`src/rtl/gm3_pkg.sv`:
```
package gm3_pkg;

  localparam int CFG_IDX_W = 8;
  localparam logic [CFG_IDX_W-1:0] REG_IMAGE_ROWS    = 8'd0;
  localparam logic [CFG_IDX_W-1:0] REG_IMAGE_COLUMNS = 8'd1;
  localparam logic [CFG_IDX_W-1:0] REG_KX_COEFFS     = 8'd2;
  localparam logic [CFG_IDX_W-1:0] REG_KY_COEFFS     = 8'd3;

  localparam logic REQ_PIXEL = 1'b0;
  localparam logic REQ_FLUSH = 1'b1;

  localparam int GRAD_W = 19;
  localparam int MAG_W  = 27;
  localparam int SQ_W   = 38;
  localparam int RAD_W  = 54;
  localparam int REM_W  = 29;
  localparam int QAW    = 2;

  typedef logic [7:0] pix_t;

  // One window's worth of taps with out-of-image taps already zeroed.
  typedef struct packed {
    logic [7:0][7:0] pix;
    logic [11:0]     row;
    logic [9:0]      col;
    logic            last;
  } job_t;

  typedef struct packed {
    logic empty;
    logic full;
  } q_stat_t;

  function automatic logic signed [7:0] tap_of(input logic [63:0] c, input logic [2:0] k);
    return c[k*8 +: 8];
  endfunction

endpackage

```
`src/rtl/gm3_back.sv`:
```
module gm3_back (
  input  logic                                clk,
  input  logic                                rst_n,
  input  logic [63:0]                         kx_coeffs,
  input  logic [63:0]                         ky_coeffs,
  input  gm3_pkg::job_t                       q_job,
  input  gm3_pkg::q_stat_t                    q_stat,
  output logic                                q_pop,
  output logic                                res_write,
  input  logic                                res_ready,
  output logic signed [gm3_pkg::GRAD_W-1:0]   res_grad_x,
  output logic signed [gm3_pkg::GRAD_W-1:0]   res_grad_y,
  output logic [gm3_pkg::MAG_W-1:0]           res_magnitude,
  output logic [11:0]                         res_row,
  output logic [9:0]                          res_col,
  output logic                                res_last
);
  import gm3_pkg::*;

  typedef enum logic [2:0] {B_IDLE, B_MAC, B_SQ, B_SUM, B_ROOT, B_OUT} bstate_t;

  bstate_t                  state_r;
  job_t                     job_r;
  logic [2:0]               k_r;
  logic [4:0]               cnt_r;
  logic signed [GRAD_W-1:0] gx_r, gy_r;
  logic signed [SQ_W-1:0]   sqx_r, sqy_r;
  logic [RAD_W-1:0]         rad_r;
  logic [REM_W-1:0]         rem_r;
  logic [MAG_W-1:0]         root_r;

  logic signed [8:0]  pix_s;
  logic signed [16:0] px, py;
  logic [SQ_W-1:0]    sq_sum;
  logic [REM_W+1:0]   rem_n, trial;

  assign pix_s  = $signed({1'b0, job_r.pix[k_r]});
  assign px     = tap_of(kx_coeffs, k_r) * pix_s;
  assign py     = tap_of(ky_coeffs, k_r) * pix_s;
  assign sq_sum = $unsigned(sqx_r) + $unsigned(sqy_r);
  // One result bit per step of the digit-by-digit square root.
  assign rem_n  = {rem_r, rad_r[RAD_W-1 -: 2]};
  assign trial  = (REM_W+2)'({root_r, 2'b01});

  assign q_pop     = (state_r == B_IDLE) && !q_stat.empty;
  assign res_write = (state_r == B_OUT) && res_ready;

  assign res_grad_x    = gx_r;
  assign res_grad_y    = gy_r;
  assign res_magnitude = root_r;
  assign res_row       = job_r.row;
  assign res_col       = job_r.col;
  assign res_last      = job_r.last;

  always_ff @(posedge clk) begin
    if (!rst_n) begin
      state_r <= B_IDLE;
      k_r     <= '0;
      cnt_r   <= '0;
    end else begin
      case (state_r)
        B_IDLE: begin
          if (q_pop) begin
            job_r   <= q_job;
            gx_r    <= '0;
            gy_r    <= '0;
            k_r     <= '0;
            state_r <= B_MAC;
          end
        end
        B_MAC: begin
          gx_r <= gx_r + {{2{px[16]}}, px};
          gy_r <= gy_r + {{2{py[16]}}, py};
          k_r  <= k_r + 1'b1;
          if (k_r == 3'd7) begin
            state_r <= B_SQ;
          end
        end
        B_SQ: begin
          sqx_r   <= gx_r * gx_r;
          sqy_r   <= gy_r * gy_r;
          state_r <= B_SUM;
        end
        B_SUM: begin
          rad_r   <= {sq_sum, 16'd0};
          rem_r   <= '0;
          root_r  <= '0;
          cnt_r   <= 5'(MAG_W - 1);
          state_r <= B_ROOT;
        end
        B_ROOT: begin
          if (rem_n >= trial) begin
            rem_r  <= REM_W'(rem_n - trial);
            root_r <= {root_r[MAG_W-2:0], 1'b1};
          end else begin
            rem_r  <= REM_W'(rem_n);
            root_r <= {root_r[MAG_W-2:0], 1'b0};
          end
          rad_r <= {rad_r[RAD_W-3:0], 2'b00};
          cnt_r <= cnt_r - 1'b1;
          if (cnt_r == '0) begin
            state_r <= B_OUT;
          end
        end
        B_OUT: begin
          if (res_ready) begin
            state_r <= B_IDLE;
          end
        end
        default: state_r <= B_IDLE;
      endcase
    end
  end

endmodule

```
`config.mk`:
```
export PLATFORM = sky130hd
export DESIGN_NAME = gm3_back
export DESIGN_NICKNAME = d
export VERILOG_FILES = /design/src/rtl/gm3_pkg.sv /design/src/rtl/gm3_back.sv
export SDC_FILE = /design/constraint.sdc
export NUM_CORES = 2
export LEC_CHECK = 0
export ABC_AREA = 1
export BUFFER_PORTS_ARGS = -buffer_cell sky130_fd_sc_hd__buf_2
export CAP_MARGIN = 5
export CORE_UTILIZATION = 40
export CTS_CLUSTER_SIZE = 8
export DETAILED_ROUTE_END_ITERATION = 10
export GPL_ROUTABILITY_DRIVEN = 0
export SLEW_MARGIN = 0
export SYNTH_ARGS = -nofsm -noshare
export SYNTH_HDL_FRONTEND = slang
export SYNTH_SLANG_ARGS = --single-unit
```
`constraint.sdc`:
```
create_clock -name clk -period 7.6 [get_ports clk]
set_input_delay 0.76 -clock clk [delete_from_list [all_inputs] [get_ports clk]]
set_output_delay 0.76 -clock clk [all_outputs]
set_load 0.1 [all_outputs]
```
==> results.py <==
metrics = {
    "status": {
        "status": "completed",
    },
    "place": {
        "place.detailed.hpwl_um": 103000,
        "numPortBuffers": 308,
    },
    "clocking": {
        "clock-root-buffer": "clkbuf_16",
        "holdBufCountCts": 0,
        "clk_pin_slew_ns": 0.05,
        "cts_resized": 0,
        "insertion_delay_ns": 0.62,
        "cts_num_sinks": 304,
        "htree_levels": 2,
        "clk_path_buf_depth": 3,
        "cts_tree": "yes",
        "post-cts-setup-buffer-count": 0,
        "cts_buffers": 45,
    },
    "global_routing": {
        "antenna_found_initial": 4,
        "grt_pass1_vias": 39590,
        "grt_pass1_wl_um": 201000,
        "overflow": 0,
        "grt_max_degree": 79,
        "grt_usage": 0.205,
    },
    "worst_setup_path": {
        "critPathMaxFanout": 77,
        "worst_setup_path_end_kind": "flip-flop",
        "slowest_stage": "fa_1",
        "crit_buf_inv": 7,
        "crit_arrival_ns": 7.28,
        "critPathMaxStageDelay_ns": 0.54,
        "crit_top_cell": "inv_1",
        "cp_data_required_time_ns": 7.97,
        "crit_family": "adder cells",
        "crit_path_start": "k_r[0]",
        "r2r_start": "k_r[0]",
        "crit_type": "flip-flop to flip-flop",
        "cp-start-kind": "flip-flop",
    },
    "sta": {
        "hold_viol_final": 0,
        "worst_pin_slew_ns": 1.06,
        "finalSetupTns_ns": 0,
        "setup_viol": 0,
        "min_period_ns": 6.91,
        "rsz0062_at_grt": "false",
        "slew_headroom": 0.293,
        "maxSlewViolCount": 0,
        "clock.fmax_mhz": 145,
        "fin_crit_sh": 0.909,
        "fin_skew_ns": 0.0499,
    },
    "cells_and_area": {
        "drive_gt1_frac": 0.0778,
        "mostFrequentLayoutCell": "inv_1",
        "diodes": 0,
        "final_nets": 7621,
        "syn_to_final_growth_pct": 9.67,
        "final_cell_mix": "inv_1, nand2_1, fa_1, nor2_1, ha_1",
    },
    "yosys": {
        "avgSynthCellArea_um2": 8.19,
        "mappedNetlistArea_um2": 48700,
        "seq_area_frac_synth": 0.185,
        "synth_fp_nets": 7351,
        "synthTopCellsByArea": "fa_1, edfxtp_1, inv_1, ha_1, nand2_1",
        "synth_edf_count": 293,
        "yosys.area.top_type": "fa_1",
        "synthFlopType": "edfxtp_1",
        "synth_top_cell_area_share": 0.308,
        "syn_inst": 5947,
        "synth_warnings": 0,
        "synth_cell_types": 51,
        "async_reset_ff_frac": 0,
        "ys_ff_latch": 304,
    },
    "route": {
        "wl_um": 122000,
        "wl_per_cell_um": 15.5,
        "firstDrtPassIters": 8,
        "post_drt_via_cell_ratio": 4.84,
        "drt_iter0_drc": 2165,
        "vias": 37979,
        "post-route-drc-count": 0,
        "ant_nets": 0,
    },
    "floorplan": {
        "start_util": 0.405,
        "io-pin-count": 310,
        "num_rows": 127,
        "coreArea_um2": 120000,
        "dieArea_um2": 123000,
        "die_x_um": 351,
        "die_h_um": 351,
    },
    "worst_hold_path": {
        "min-delay-start": "q_job[3]",
        "hp-class": "primary input to flip-flop",
    },
    "run": {
        "cap_violations": 0,
    },
}
==> worst paths after layout <==
path                    endpoint  slack, ns  depth (start not counted)
hold / removal        res_col[2]       0.31                          1
hold reg to reg         cnt_r[0]       0.48                          1
setup reg to reg  res_grad_y[17]       0.69                         30
setup / recovery  res_grad_y[17]       0.69                         30
==> final cells by class <==
class                      count  area, um2
timing repair buffer         388       2190
fill                       12067      66800
multi-input combinational   4011      33400
sequential                   304       9020
clock buffer                  57       1180
tap                         1612       2020
clock inverter                 4       88.8
inverter                    1467       5510
==> layer usage <==
layer  share of wire  up-vias  global-route usage
met1            0.43    18258               0.259
met2            0.50      929               0.366
met4           0.028        6              0.0596
li1                -    18609                   -
met3           0.046      177              0.0245
met5         0.00034        -                   0
==> stage by stage <==
stage / hold slack [ns] / setup WS, ns / instances / utilization / area (um2)
finish: 0.314 / 0.689 / 7843 / 0.444 / 53500
global route: 0.282 / 0.195 / 7843 / 0.444 / 53500
CTS: 0.266 / 0.641 / 7843 / 0.444 / 53500
detailed placement: 0.467 / 0.504 / 7782 / 0.434 / 52200
global placement: 0.461 / 0.565 / 7782 / 0.434 / 52200
floorplan: 0.443 / 0.788 / 5947 / - / 48700
==> synth_stat cells, types with 3 or more instances <==
library cell	n
or2_2	19
nand3b_1	11
nand3_1	164
a21o_1	20
o211ai_1	7
fa_1	751
o21a_1	10
edfxtp_1	293
nor4_1	5
o21ai_0	176
xnor2_1	59
ha_1	433
inv_1	1460
clkbuf_1	85
o21ai_1	15
xor2_1	74
nand4_1	44
a21boi_0	9
buf_2	21
o21ai_2	6
nor3_1	32
a21oi_1	234
mux2i_1	3
buf_1	23
nor2_2	3
nor2_1	621
nand2_1	1212
dfxtp_1	11
buf_6	7
o32ai_1	45
inv_2	5
a31oi_1	7
o21bai_1	31
buf_4	29
==> logic make-up (layout without fill, tap and decap cells) <==
group                    Yosys count  after routing  share of synthesized area
AND/OR/NAND/NOR                 2120           2120                      0.174
buffers and inverters           1632           1916                      0.130
adder cells (fa/ha/maj)         1184           1184                      0.420
AO/OA/AOI/OAI                    571            571                     0.0677
flip-flops                       304            304                      0.185
XOR/XNOR                         133            133                     0.0239
multiplexers                       3              3                   0.000616
==> sequential cells by signal, indices dropped and copies added, names as in the netlist <==
| register | cells |
|---|---|
| res_row | 12 |
| k_r | 3 |
| job_r | 64 |
| res_magnitude | 27 |
| res_grad_y | 19 |
| state_r | 3 |
| sqx_r | 37 |
| res_last | 1 |
| rad_r | 38 |
| cnt_r | 5 |
| sqy_r | 37 |
| rem_r | 29 |
| res_grad_x | 19 |
| res_col | 10 |
Power is left out: the tool's default activity adds up to more than one toggle a clock period on the data nets, which glitch-free logic cannot reach.
