--- config.mk ---
export PLATFORM = sky130hd
export DESIGN_NAME = gm3_fifo
export DESIGN_NICKNAME = d
export VERILOG_FILES = /design/src/rtl/gm3_pkg.sv /design/src/rtl/gm3_fifo.sv
export SDC_FILE = /design/constraint.sdc
export NUM_CORES = 1
export LEC_CHECK = 0
export BUFFER_PORTS_ARGS = -buffer_cell sky130_fd_sc_hd__buf_2
export CAP_MARGIN = 20
export CORE_ASPECT_RATIO = 0.8
export CORE_MARGIN = 5
export CORE_UTILIZATION = 50
export DETAILED_ROUTE_END_ITERATION = 10
export MAX_ROUTING_LAYER = met4
export PLACE_DENSITY = 0.77
export SKIP_CTS_REPAIR_TIMING = 1
export SLEW_MARGIN = 5
export SYNTH_ARGS = -nofsm -noshare
export SYNTH_HDL_FRONTEND = slang
export SYNTH_SLANG_ARGS = --single-unit
export TNS_END_PERCENT = 50
--- constraint.sdc ---
create_clock -name clk -period 2.85 [get_ports clk]
set_clock_uncertainty 0.1 [all_clocks]
set_input_delay 0.1425 -clock clk [delete_from_list [all_inputs] [get_ports clk]]
set_output_delay 0.1425 -clock clk [all_outputs]
set_load 0.02 [all_outputs]
--- src/rtl/gm3_pkg.sv ---
package gm3_pkg;

  localparam int CFG_IDX_W = 8;
  localparam logic [CFG_IDX_W-1:0] REG_IMAGE_ROWS    = 8'd0;
  localparam logic [CFG_IDX_W-1:0] REG_IMAGE_COLUMNS = 8'd1;
  localparam logic [CFG_IDX_W-1:0] REG_KX_COEFFS     = 8'd2;
  localparam logic [CFG_IDX_W-1:0] REG_KY_COEFFS     = 8'd3;

  localparam logic REQ_PIXEL = 1'b0;
  localparam logic REQ_FLUSH = 1'b1;

  localparam int GRAD_W = 19;
  localparam int MAG_W  = 27;
  localparam int SQ_W   = 38;
  localparam int RAD_W  = 54;
  localparam int REM_W  = 29;
  localparam int QAW    = 2;

  typedef logic [7:0] pix_t;

  // One window's worth of taps with out-of-image taps already zeroed.
  typedef struct packed {
    logic [7:0][7:0] pix;
    logic [11:0]     row;
    logic [9:0]      col;
    logic            last;
  } job_t;

  typedef struct packed {
    logic empty;
    logic full;
  } q_stat_t;

  function automatic logic signed [7:0] tap_of(input logic [63:0] c, input logic [2:0] k);
    return c[k*8 +: 8];
  endfunction

endpackage

--- src/rtl/gm3_fifo.sv ---
module gm3_fifo (
  input  logic           clk,
  input  logic           rst_n,
  input  logic           push,
  input  gm3_pkg::job_t  wdata,
  input  logic           pop,
  output gm3_pkg::job_t  rdata,
  output gm3_pkg::q_stat_t stat
);
  import gm3_pkg::*;

  localparam int DEPTH = 1 << QAW;

  job_t           mem [DEPTH];
  logic [QAW-1:0] wr_ptr_r, rd_ptr_r;
  logic [QAW:0]   count_r;

  assign stat.empty = (count_r == '0);
  assign stat.full  = (count_r == (QAW+1)'(DEPTH));
  assign rdata      = mem[rd_ptr_r];

  always_ff @(posedge clk) begin
    if (!rst_n) begin
      wr_ptr_r <= '0;
      rd_ptr_r <= '0;
      count_r  <= '0;
    end else begin
      if (push) begin
        wr_ptr_r <= wr_ptr_r + 1'b1;
      end
      if (pop) begin
        rd_ptr_r <= rd_ptr_r + 1'b1;
      end
      if (push && !pop) begin
        count_r <= count_r + 1'b1;
      end else if (pop && !push) begin
        count_r <= count_r - 1'b1;
      end
    end
  end

  always_ff @(posedge clk) begin
    if (push) begin
      mem[wr_ptr_r] <= wdata;
    end
  end

endmodule

==> results.json, run 1 <==
{
  "status": "complete, no violations",
  "critPathLaunchType": "flop",
  "switching_share": 0.222,
  "synth_cell_types": 22,
  "slew_violations": 0,
  "leakage_nw": 5.63,
  "crit_required_ns": 2.61,
  "fmax_mhz": 416,
  "clock_latency_ns": 0.50,
  "dp.cells": 1025,
  "die_h_um": 154,
  "yosysMostFrequentCell": "edfxtp_1",
  "grt_pass1_vias": 6463,
  "wl_per_cell_um": 21.8,
  "path_clk_slew_ns": 0.06,
  "clockBufferDepth": 3,
  "grtUsageTotal": 0.174,
  "tightest_slew_ns": 0.588,
  "power.density_nw_per_um2": 726,
  "crit_chain": "buf_4 > mux4_2 > buf_2",
  "final_cells": 1178,
  "dp_slack_ns": 0.906,
  "cp_max_fo": 31,
  "drt_iter0_drc": 470,
  "antenna_cells": 0,
  "path_delay_family": "buffers and inverters",
  "io_buffers": 179,
  "crit_buf_inv": 2,
  "setup_violations": 0,
  "io_pins": 180,
  "synth_area_um2": 13000,
  "die_x_um": 190,
  "wl_mm": 25.7,
  "cp-end-kind": "output port",
  "hold_class": "in -> reg",
  "vias": 6251,
  "min_period_ns": 2.41,
  "cts_inserted_buffers": 35,
  "yosysTopAreaCellShare": 0.804,
  "finish.utilization": 0.646,
  "critPathKind": "reg -> out",
  "core-area_um2": 25400,
  "antenna_found_initial": 0,
  "cp.depth": 3,
  "p_sw_mw": 2.64,
  "syn_nets": 595,
  "drc": 0,
  "drt-pass1-iter-count": 5,
  "async_flop_share": 0,
  "area_growth_pct": 26.4,
  "synth_edf_count": 348,
  "p_seq_frac": 0.513,
  "grt_start_max_net_pins": 57,
  "ys_ff_latch": 357,
  "syn_inst": 498,
  "rows": 52,
  "slowest_stage": "mux4_2",
  "ys.flop_type": "edfxtp_1",
  "place_hpwl_mm": 15.7,
  "cts.htree.levels": 2,
  "globalRoute.totalOverflow": 0,
  "hold_viol": 0,
  "whs_ns": 0.297,
  "peakVddDrop_mv": 0.506,
  "drive_gt1_frac": 0.409,
  "synth_area_leaders": "edfxtp_1 80%, mux4_2 15%, dfxtp_1 1.4%, ha_1 0.48%, and2_1 0.43%",
  "cap_violations": 0,
  "final_nets": 899,
  "cts-root-buf": "clkbuf_16",
  "yosysTopAreaCell": "edfxtp_1",
  "avgSynthCellArea_um2": 26.1,
  "fin_ws_ns": 0.444,
  "yosysWarnings": 0,
  "internal_power_mw": 9.29,
  "via_per_inst": 5.31,
  "setup_tns_ns": 0,
  "rsz0062_at_grt": "no",
  "holdPathStages": 2,
  "yosys-top-cells-count": "348 x edfxtp_1, 87 x mux4_2, 10 x buf_2",
  "power_frac_comb": 0.114,
  "slew_headroom": 0.608,
  "max_stage_delay_ns": 0.61,
  "arrival_ns": 2.16,
  "r2r_cells": 4,
  "cts_tree": "built",
  "ys_seq_area_frac": 0.818,
  "grt_pass1_wl_mm": 38.0,
  "design.die.area_um2": 29300,
  "ant_nets": 0,
  "clock-sinks": 357,
  "p_clk_frac": 0.374,
  "start_util": 0.511,
  "gp_congestion": 0.765,
  "final.period_utilization": 0.844
}
## flip-flops by register name (all words and copies together) (netlist names), named ones only
register,cells
mem,348
rd_ptr_r,2
count_r,3
wr_ptr_r,2
## cell type report
| type | instances | area [um2] |
|---|---|---|
| clock buffer | 44 | 962 |
| clock inverter | 18 | 160 |
| fill | 1620 | 9010 |
| inverter | 4 | 15.0 |
| multi-input combinational | 117 | 2220 |
| sequential | 357 | 10600 |
| tap | 351 | 439 |
| timing repair buffer | 287 | 2000 |
## metal layers
layer,vias up,track usage,part of all wire
met3,30,0.0478,0.083
li1,2738,-,-
met4,0,0.0397,0.014
met1,3215,0.229,0.40
met2,268,0.279,0.50
met5,-,-,0
## power groups by stage
stage	combinational, mW	sequential, mW	clock, mW
6_report	1.36	6.11	4.46
5_1_grt	1.46	6.13	4.81
4_1_cts	1.28	6.12	4.56
3_5_place_dp	1.27	6.23	0
3_3_place_gp	1.24	6.21	0
2_1_floorplan	0.829	6.19	0
## stage by stage
stage	power, mW	area [um2]
2_1_floorplan	7.02	13000
3_3_place_gp	7.44	14400
3_5_place_dp	7.50	14400
4_1_cts	12.0	15500
5_1_grt	12.4	16400
6_report	11.9	16400
## path summary, 6_finish.rpt
check,from,end,slack [ns]
max,flop,rdata[50],0.44
max reg2reg,wr_ptr_r[0]$_SDFFE_PN0P_,mem[0][21]$_DFFE_PP_,0.93
min reg2reg,count_r[2]$_SDFFE_PN0P_,count_r[2]$_SDFFE_PN0P_,0.44
min,wdata[57],mem[3][57]$_DFFE_PP_,0.30
## cells by family after synthesis
logic type	after synthesis	share of synthesized area
flip-flops	357	0.818
adder cells (fa/ha/maj)	6	0.00635
buffers and inverters	24	0.0123
AO/OA/AOI/OAI	2	0.000962
AND/OR/NAND/NOR	15	0.00703
XOR/XNOR	5	0.00337
multiplexers	89	0.152
## placed cells by master (no fill, tap or decap), types with 2 or more instances in the layout
cell type | netlist | final
buf_4 | 0 | 12
mux2i_1 | 2 | 2
and2_1 | 9 | 5
dfxtp_1 | 9 | 7
bufinv_16 | 0 | 3
inv_1 | 4 | 4
and2_4 | 0 | 4
buf_12 | 1 | 5
dlygate4sd3_1 | 0 | 91
nor2b_1 | 2 | 2
xor2_1 | 3 | 3
edfxtp_1 | 348 | 348
clkbuf_1 | 5 | 6
mux4_2 | 87 | 87
clkinv_2 | 0 | 7
xnor2_1 | 2 | 2
ha_1 | 5 | 5
clkbuf_16 | 0 | 37
clkinv_1 | 0 | 7
dfxtp_4 | 0 | 2
buf_2 | 10 | 179
Note: power is estimated with default switching activity, not from simulation.
==> run 2, diff against run 1 <==
--- a/config.mk
+++ b/config.mk
@@ -5,6 +5,7 @@
 export SDC_FILE = /design/constraint.sdc
 export NUM_CORES = 1
 export LEC_CHECK = 0
+export ABC_AREA = 1
 export BUFFER_PORTS_ARGS = -buffer_cell sky130_fd_sc_hd__buf_2
 export CAP_MARGIN = 20
 export CORE_ASPECT_RATIO = 0.8
@@ -12,7 +13,7 @@
 export CORE_UTILIZATION = 50
 export DETAILED_ROUTE_END_ITERATION = 10
 export MAX_ROUTING_LAYER = met4
-export PLACE_DENSITY = 0.77
+export PLACE_DENSITY = 0.74
 export SKIP_CTS_REPAIR_TIMING = 1
 export SLEW_MARGIN = 5
 export SYNTH_ARGS = -nofsm -noshare
==> constraint.sdc (replaced) <==
create_clock -name clk -period 2.3 [get_ports clk]
set_clock_uncertainty 0.1 [all_clocks]
set_input_delay 0.115 -clock clk [delete_from_list [all_inputs] [get_ports clk]]
set_output_delay 0.115 -clock clk [all_outputs]
set_load 0.02 [all_outputs]
==> results.json, run 2 <==
{
  "ys.flop_type": "edfxtp_1",
  "switching_share": 0.233,
  "globalRoute.totalOverflow": 0,
  "r2r_cells": 5,
  "min_period_ns": 2.19,
  "synth_area_leaders": "edfxtp_1 78%, nor2_1 5.0%, o22ai_1 4.1%, o21ai_0 3.7%, o21ai_1 3.1%",
  "rr_endpoint": "mem[2][35]$_DFFE_PP_",
  "die_h_um": 156,
  "io_buffers": 179,
  "core-area_um2": 26300,
  "clock-sinks": 357,
  "cts-root-buf": "clkbuf_16",
  "power_frac_comb": 0.113,
  "peakVddDrop_mv": 0.714,
  "cts_inserted_buffers": 36,
  "arrival_ns": 1.98,
  "regMostFlops": "mem",
  "biggestRegsByFlops": "mem x348, count_r x3",
  "syn_inst": 899,
  "final.period_utilization": 0.953,
  "cts_tree": "built",
  "syn_nets": 996,
  "ant_nets": 0,
  "grtUsageTotal": 0.190,
  "tightest_slew_ns": 0.469,
  "cp-end-kind": "output port",
  "fillers": 1839,
  "drive_gt1_frac": 0.226,
  "cp.depth": 4,
  "max_stage_delay_ns": 0.53,
  "leakage_nw": 5.95,
  "yosys-top-cells-count": "348 x edfxtp_1, 179 x nor2_1, 98 x o21ai_0",
  "internal_power_mw": 11.4,
  "via_per_inst": 5.36,
  "critPathLaunchType": "flop",
  "wl_mm": 29.9,
  "layout_commonest_cell": "edfxtp_1",
  "avgSynthCellArea_um2": 14.9,
  "vias": 8401,
  "path_clk_slew_ns": 0.06,
  "final_nets": 1273,
  "fmax_mhz": 456,
  "wl_per_cell_um": 19.1,
  "crit_required_ns": 2.09,
  "critPathKind": "reg -> out",
  "setup_violations": 0,
  "hold_viol": 0,
  "whs_ns": 0.250,
  "drc": 0,
  "largest_reg_flops": 348,
  "synth_cell_types": 21,
  "design.die.area_um2": 30100,
  "slew_violations": 0,
  "rsz0062_at_grt": "no",
  "final_cells": 1566,
  "rows": 53,
  "grt_pass1_vias": 8072,
  "yosysWarnings": 0,
  "dp.cells": 1401,
  "r2r_slack_ns": 0.47,
  "p_sw_mw": 3.45,
  "ys_ff_latch": 357,
  "grt_pass1_wl_mm": 43.6,
  "p_seq_frac": 0.506,
  "io_pins": 180,
  "power.density_nw_per_um2": 879,
  "path_delay_family": "flip-flops",
  "mostFrequentLayoutCells": "348 x edfxtp_1, 179 x nor2_1, 179 x buf_2",
  "crit_chain": "buf_16 > o21ai_0 > o22ai_1 > buf_2",
  "multi_input_area_um2": 2290,
  "place_hpwl_mm": 16.6,
  "yosysMostFrequentCell": "edfxtp_1",
  "p_clk_frac": 0.381,
  "synth_edf_count": 348,
  "area_growth_pct": 26.5,
  "yosysTopAreaCell": "edfxtp_1",
  "async_flop_share": 0,
  "dp_slack_ns": 0.439,
  "crit_buf_inv": 2,
  "drt-pass1-iter-count": 4,
  "slowest_stage": "dfxtp_4",
  "regArea_um2": 10600,
  "gp_congestion": 0.735,
  "slew_headroom": 0.687,
  "cts.htree.levels": 2,
  "die_x_um": 193,
  "yosysTopAreaCellShare": 0.783,
  "status": "complete, no violations",
  "ys_seq_area_frac": 0.796,
  "drt_iter0_drc": 576,
  "r2r_start": "wr_ptr_r[0]$_SDFFE_PN0P_",
  "start_util": 0.507,
  "synth_area_um2": 13400,
  "clockBufferDepth": 3,
  "clock_latency_ns": 0.51,
  "cp_max_fo": 63,
  "cp-endpoint": "rdata[11]",
  "cap_violations": 0,
  "fin_ws_ns": 0.108,
  "hold_class": "in -> reg",
  "grt_start_max_net_pins": 80,
  "antenna_found_initial": 6
}
run 2: cell types whose count changed after synthesis, moves of 11 or more:
cell,before,now
nor2_1,0,179
buf_6,1,13
o22ai_1,0,87
o21ai_1,0,82
o21ai_0,1,98
buf_4,0,14
mux4_2,87,0
inv_1,4,15
run 2: layout make-up:
class / instances / area share
Antenna cell: 6 / 0.000889
Clock inverter: 15 / 0.00912
Clock buffer: 50 / 0.0589
Tap cell: 357 / 0.0265
Multi-Input combinational cell: 469 / 0.136
Timing Repair Buffer: 295 / 0.133
Inverter: 17 / 0.00563
Sequential cell: 357 / 0.630
run 2: per-stage QoR:
step | util | power, mW | instance area [um2] | setup TNS [ns]
after detailed placement | 0.559 | 9.16 | 14700 | 0
after global routing | 0.641 | 15.4 | 16900 | 0
after global placement | 0.559 | 9.12 | 14700 | 0
final | 0.641 | 14.8 | 16900 | 0
after CTS | 0.603 | 14.8 | 15900 | -1.64
after floorplan | - | 8.56 | 13400 | -20.22
run 2: worst min path at each step:
stage	cells past startpoint	start	end	slack (ns)
6_report	2	wdata[1]	mem[1][1]$_DFFE_PP_	0.25
5_1_grt	2	wdata[76]	mem[1][76]$_DFFE_PP_	0.25
4_1_cts	1	wdata[65]	mem[1][65]$_DFFE_PP_	-0.31
3_5_place_dp	1	wdata[36]	mem[2][36]$_DFFE_PP_	0.23
3_3_place_gp	1	wdata[86]	mem[0][86]$_DFFE_PP_	0.23
2_1_floorplan	0	wdata[0]	mem[0][0]$_DFFE_PP_	0.11
run 2: per-layer routing:
metal | GRT usage | part of all wire
met3 | 0.0468 | 0.072
met5 | - | 0
met4 | 0.0458 | 0.014
met2 | 0.288 | 0.47
met1 | 0.265 | 0.44
run 2: cell families after synthesis:
family / count (synthesis) / synth area share
AOI/OAI and AO/OA: 271 / 0.110
adders and majority gates: 6 / 0.00619
buffers and inverters: 73 / 0.0334
DFF: 357 / 0.796
and+or+nand+nor: 192 / 0.0545
run 2: power groups by stage:
stage / clock (mW) / sequential [mW] / combinational [mW]
3_3_place_gp: 0 / 7.65 / 1.48
2_1_floorplan: 0 / 7.63 / 0.922
5_1_grt: 6.04 / 7.53 / 1.81
4_1_cts: 5.78 / 7.52 / 1.51
3_5_place_dp: 0 / 7.66 / 1.50
6_report: 5.65 / 7.51 / 1.67
